--- config.mk ---
export PLATFORM = sky130hd
export DESIGN_NAME = pbw_cordic
export DESIGN_NICKNAME = d
export VERILOG_FILES = /design/src/design/pbw_pkg.sv /design/src/design/pbw_cordic.sv
export SDC_FILE = /design/constraint.sdc
export NUM_CORES = 2
export LEC_CHECK = 0
export BUFFER_PORTS_ARGS = -buffer_cell sky130_fd_sc_hd__buf_2
export CORE_ASPECT_RATIO = 1.75
export CORE_MARGIN = 10
export CORE_UTILIZATION = 59
export DETAILED_ROUTE_END_ITERATION = 10
export PLACE_DENSITY = 0.78
export SLEW_MARGIN = 20
export SYNTH_ARGS = -nofsm -noshare
export SYNTH_HDL_FRONTEND = slang
export SYNTH_SLANG_ARGS = --single-unit
--- constraint.sdc ---
create_clock -name clock -period 5.18 [get_ports clock]
set_input_delay 0.259 -clock clock [delete_from_list [all_inputs] [get_ports clock]]
set_output_delay 0.259 -clock clock [all_outputs]
set_load 0.02 [all_outputs]
--- src/design/pbw_pkg.sv ---
// ----------------------------------------------------------------------------
// pbw_pkg
// Shared constants, types and the arctangent table for the beam weight block.
// ----------------------------------------------------------------------------
package pbw_pkg;

   localparam int MaxSide      = 8;
   localparam int CordicStages = 16;
   localparam int CordicW      = 34;
   localparam int CsrIndexW    = 4;

   localparam logic [CsrIndexW-1:0] CSR_ARRAY_SIDE      = 4'd0;
   localparam logic [CsrIndexW-1:0] CSR_ELEMENT_SPACING = 4'd1;

   localparam logic signed [CordicW-1:0] CORDIC_GAIN_INV = 34'sd652032874;
   localparam logic signed [CordicW-1:0] QUARTER_TURN    = 34'sd1073741824;
   localparam logic signed [CordicW-1:0] HALF_TURN       = 34'sd2147483648;

   typedef struct packed {
      logic [2:0] col;
      logic [2:0] row;
      logic       last;
   } tag_type;

   // arctangent of 2^-i in units of 2^-32 turn
   function automatic logic signed [CordicW-1:0] atan_turn(input logic [3:0] i);
      logic signed [CordicW-1:0] a;
      case (i)
         4'd0:    a = 34'sd536870912;
         4'd1:    a = 34'sd316933406;
         4'd2:    a = 34'sd167458907;
         4'd3:    a = 34'sd85004756;
         4'd4:    a = 34'sd42667331;
         4'd5:    a = 34'sd21354465;
         4'd6:    a = 34'sd10679838;
         4'd7:    a = 34'sd5340245;
         4'd8:    a = 34'sd2670163;
         4'd9:    a = 34'sd1335087;
         4'd10:   a = 34'sd667544;
         4'd11:   a = 34'sd333772;
         4'd12:   a = 34'sd166886;
         4'd13:   a = 34'sd83443;
         4'd14:   a = 34'sd41722;
         default: a = 34'sd20861;
      endcase
      return a;
   endfunction

endpackage

--- src/design/pbw_cordic.sv ---
// ----------------------------------------------------------------------------
// pbw_cordic
// Pipelined rotation cordic: 16-bit binary angle in, Q1.15 cosine and sine out.
// ----------------------------------------------------------------------------
module pbw_cordic (
   input  logic                   clock,
   input  logic                   reset,
   input  logic                   enable,
   input  logic                   in_valid,
   input  logic [15:0]            in_angle,
   input  pbw_pkg::tag_type       in_tag,
   output logic                   out_valid,
   output logic signed [15:0]     out_cos,
   output logic signed [15:0]     out_sin,
   output pbw_pkg::tag_type       out_tag
);

   localparam int N = pbw_pkg::CordicStages;
   localparam int W = pbw_pkg::CordicW;

   logic signed [W-1:0] x_ff [0:N];
   logic signed [W-1:0] y_ff [0:N];
   logic signed [W-1:0] z_ff [0:N];
   logic                flip_ff [0:N];
   pbw_pkg::tag_type    tag_ff [0:N];
   logic [N:0]          valid_ff;

   logic signed [W-1:0] x_in [0:N];
   logic signed [W-1:0] y_in [0:N];
   logic signed [W-1:0] z_in [0:N];
   logic signed [W-1:0] z_raw;

   logic signed [W-1:0] xf, yf, xr, yr;
   logic signed [15:0]  cos_in, sin_in;
   logic                valid_out_ff;
   logic signed [15:0]  cos_ff, sin_ff;
   pbw_pkg::tag_type    tag_out_ff;

   function automatic logic signed [15:0] sat15(input logic signed [W-1:0] v);
      logic signed [W-1:0] r;
      r = (v + W'(16384)) >>> 15;
      if (r > W'(32767))
         return 16'sh7fff;
      else if (r < -W'(32768))
         return 16'sh8000;
      else
         return r[15:0];
   endfunction

   // range reduction into plus or minus a quarter turn, then the rotation stages
   always_comb begin
      z_raw = $signed({{2{in_angle[15]}}, in_angle, 16'b0});
      x_in[0] = pbw_pkg::CORDIC_GAIN_INV;
      y_in[0] = '0;
      z_in[0] = z_raw;
      if (z_raw > pbw_pkg::QUARTER_TURN)
         z_in[0] = z_raw - pbw_pkg::HALF_TURN;
      else if (z_raw < -pbw_pkg::QUARTER_TURN)
         z_in[0] = z_raw + pbw_pkg::HALF_TURN;
      for (int i = 0; i < N; i++) begin
         if (z_ff[i] >= 0) begin
            x_in[i+1] = x_ff[i] - (y_ff[i] >>> i);
            y_in[i+1] = y_ff[i] + (x_ff[i] >>> i);
            z_in[i+1] = z_ff[i] - pbw_pkg::atan_turn(4'(i));
         end else begin
            x_in[i+1] = x_ff[i] + (y_ff[i] >>> i);
            y_in[i+1] = y_ff[i] - (x_ff[i] >>> i);
            z_in[i+1] = z_ff[i] + pbw_pkg::atan_turn(4'(i));
         end
      end
   end

   always_comb begin
      xf     = flip_ff[N] ? -x_ff[N] : x_ff[N];
      yf     = flip_ff[N] ? -y_ff[N] : y_ff[N];
      xr     = xf;
      yr     = yf;
      cos_in = sat15(xr);
      sin_in = sat15(yr);
   end

   always_ff @(posedge clock) begin
      if (reset) begin
         valid_ff     <= '0;
         valid_out_ff <= 1'b0;
      end else if (enable) begin
         valid_ff     <= {valid_ff[N-1:0], in_valid};
         valid_out_ff <= valid_ff[N];
      end
   end

   always_ff @(posedge clock) begin
      if (enable) begin
         for (int i = 0; i <= N; i++) begin
            x_ff[i] <= x_in[i];
            y_ff[i] <= y_in[i];
            z_ff[i] <= z_in[i];
         end
         flip_ff[0] <= (z_raw > pbw_pkg::QUARTER_TURN) || (z_raw < -pbw_pkg::QUARTER_TURN);
         tag_ff[0]  <= in_tag;
         for (int i = 0; i < N; i++) begin
            flip_ff[i+1] <= flip_ff[i];
            tag_ff[i+1]  <= tag_ff[i];
         end
         cos_ff     <= cos_in;
         sin_ff     <= sin_in;
         tag_out_ff <= tag_ff[N];
      end
   end

   assign out_valid = valid_out_ff;
   assign out_cos   = cos_ff;
   assign out_sin   = sin_ff;
   assign out_tag   = tag_out_ff;

endmodule

==> impl_metrics.yaml <==
status:
  status: "complete, but fails checks"
  violations: "setup timing"
finish:
  area_growth_pct: 15.7
  final.fill_count: 16519
  final_nets: 15676
  final_layout_size_suffix_gt1_share_pct: 13.8
synth:
  synth_cell_types: 87
  synth_edf_count: 1621
  synth_area_mm2: 0.128
  ys_ff_latch: 1639
  syn_avg_cell_area_um2: 9.92
  synth_top_cell_area_share_pct: 37.9
  ys_warn_count: 0
  synthTopCellsByArea: "edfxtp_1, ha_1, xnor2_1"
  postSynthCellCount: 12935
  async_reset_ff_share_pct: 0
  synth_top_area_cell: "edfxtp_1"
  synth-main-ff-cell: "edfxtp_1"
  yosys-top-cells-count: "edfxtp_1, ha_1, xnor2_1, a21oi_1, nor2_1"
  synth_nets: 14387
  ys_seq_area_share_pct: 38.2
  synth_most_common_cell: "edfxtp_1"
detailed_routing:
  drt_iter0_markers: 6276
  routedWlPerCell_um: 23.8
  wl_mm: 410
  ant_nets: 0
  drt_first_pass_iters: 6
  vias: 107498
  drc_errors: 0
  avgViaCountPerCell: 6.25
clock_tree:
  htreeDepth: 4
  cts-root-buf: "clkbuf_16"
  cts_tree: "yes"
  cts.clk_slew.worst_paths_ns: 0.07
  cts_inserted_buffers: 166
  clock_sinks: 1639
  cts_buffer_depth: 4
  insertion_delay_ns: 0.88
worst_setup_path:
  cp.depth: 14
  cp-end-kind: "flop"
  cp.buffers_inverters: 1
  path_class: "flop to flop"
  max_stage_delay_ns: 0.75
  critPathMostFrequentCell: "a21oi_1"
  cp.arrival_ns: 5.80
  crit_family: "simple AND/OR/NAND/NOR gates"
  crit_slowest_cell: "nor3_2"
  start_kind: "flop"
  rr_worst_depth: 14
  cp_max_fo: 6
  cp_cell_sequence: "nor3_2, nand2b_1, nor3_4, buf_4, a21oi_1, mux2_2, ha_1, a21oi_1, and3_1, a211oi_1, a311oi_2, o31ai_1, a21oi_1, xnor2_1"
  crit_required_ns: 5.79
global_route:
  grt_max_degree: 163
  antenna_found_initial: 5
  grt_usage_pct: 33.6
  grt_pass1_vias: 111330
  grt-ovfl-total: 0
  grt_pass1_wl_mm: 618
sta:
  fmax_ghz: 0.193
  rsz0062_at_grt: "yes"
  slew-limit-headroom_pct: 35.1
  hold_viol: 0
  min_period_ns: 5.19
  holdWs_ns: 0.0943
  slew_viol_final: 0
  fin_crit_sh_pct: 100
  setup_ws_ns: -0.0140
  tightest_slew_ns: 0.973
  setup_viol: 2
  fin_worst_skew_ns: 0.0574
floorplanning:
  fp-row-count: 226
  dieWidth_um: 373
  die_area_mm2: 0.237
  initial_core_util_pct: 59.2
  boundaryPins: 67
  die_h_um: 637
  core_area_mm2: 0.217
place:
  dpl.hpwl_mm: 330
  port_buffers: 66
  place.gp.congestion: 1.05
flow_run:
  drv_cap: 0
hold_path:
  hold_depth: 2
  hold_path.class: "primary input to flop"
[routing by layer]
metal | routed length (µm) | up-vias | global-route usage [%]
met5 | 28 | - | 0
met4 | 55100 | 4 | 36.4
met3 | 14900 | 1908 | 4.54
met2 | 224000 | 3292 | 66.0
met1 | 116000 | 51232 | 25.6
li1 | - | 51062 | -
[path summary, 6_finish.rpt]
check,startpoint,to,slack [ns]
setup / recovery,x_ff[0][435],y_ff[0][475],-0.01
hold / removal,in_tag[3],tag_ff[0][3],0.09
setup reg to reg,x_ff[0][435],y_ff[0][475],-0.01
hold reg to reg,tag_ff[11][2],tag_ff[12][2],0.41
[area by class of cell]
| class | count | area [µm²] | area share [%] |
|---|---|---|---|
| Multi-Input combinational cell | 10589 | 78400 | 52.8 |
| Sequential cell | 1639 | 49000 | 33.0 |
| Antenna cell | 2 | 5.00 | 0.00337 |
| Tap cell | 2850 | 3570 | 2.40 |
| Inverter | 524 | 1970 | 1.33 |
| Timing Repair Buffer | 1304 | 10100 | 6.80 |
| Clock buffer | 182 | 4240 | 2.85 |
| Clock inverter | 107 | 1130 | 0.758 |
[per-stage QoR]
step	area, µm²	TNS, ns	utilization (%)	worst slack [ns]	std cells
2_1_floorplan	128000	0	-	0.0429	12935
3_3_place_gp	141000	-10.80	64.9	-0.756	16828
3_5_place_dp	141000	-14.14	64.9	-0.805	16828
4_1_cts	147000	0	67.8	0.000947	17159
5_1_grt	148000	-1.39	68.6	-0.170	17196
6_report	148000	-0.0152	68.6	-0.0140	17197
[kinds of logic (layout without fill, tap and decap cells)]
kind of cell	Yosys count	in the layout	synth area share [%]
simple gates	3402	3402	13.1
other cells	0	2	0
compound gates	3820	3820	19.1
mux	78	78	0.629
xor+xnor	1863	1863	12.7
flops	1639	1639	38.2
buf+inv	707	2117	2.07
fa+ha+maj	1426	1426	14.1
[cell usage in the layout, fill, tap and decap left out, drive strengths merged, types with 51 or more instances in the layout]
cell type	synthesis	final
nand2	779	779
xnor2	1203	1203
a211oi	95	95
nand3	252	252
nand2b	200	200
or4	89	89
clkbuf	155	182
o211ai	58	58
o31ai	220	220
a21o	576	576
and3	103	103
edfxtp	1621	1621
and2	69	69
or2	75	75
o21bai	174	174
clkinv	9	65
o41ai	86	86
buf	28	1277
nor2b	166	166
a21boi	51	51
a21oi	1105	1105
or3	153	153
xor2	660	660
nand4	86	86
nor2	910	910
inv	515	534
ha	1384	1384
mux2i	57	57
o21ai	757	757
nor3	273	273
o21a	201	201
nor4	132	132
a31oi	109	109
[what timing repair did]
| action | in CTS | in global routing |
|---|---|---|
| resized for setup | 117 | 290 |
| hold buffers | 27 | 0 |
| endpoints found under the setup margin | 89 | 149 |
| endpoints found under the hold margin | 83 | 0 |
| buffers inserted | 15 | 36 |
| pin swaps | 39 | 130 |
[registers in the layout, indices dropped and copies added (netlist names), 16 cells and up]
signal,flops
x_ff,484
out_sin,16
tag_ff,119
y_ff,510
flip_ff,17
valid_ff,17
out_cos,16
z_ff,452
Power is left out: the tool's default activity adds up to more than one toggle a clock period on the data nets, which glitch-free logic cannot reach.
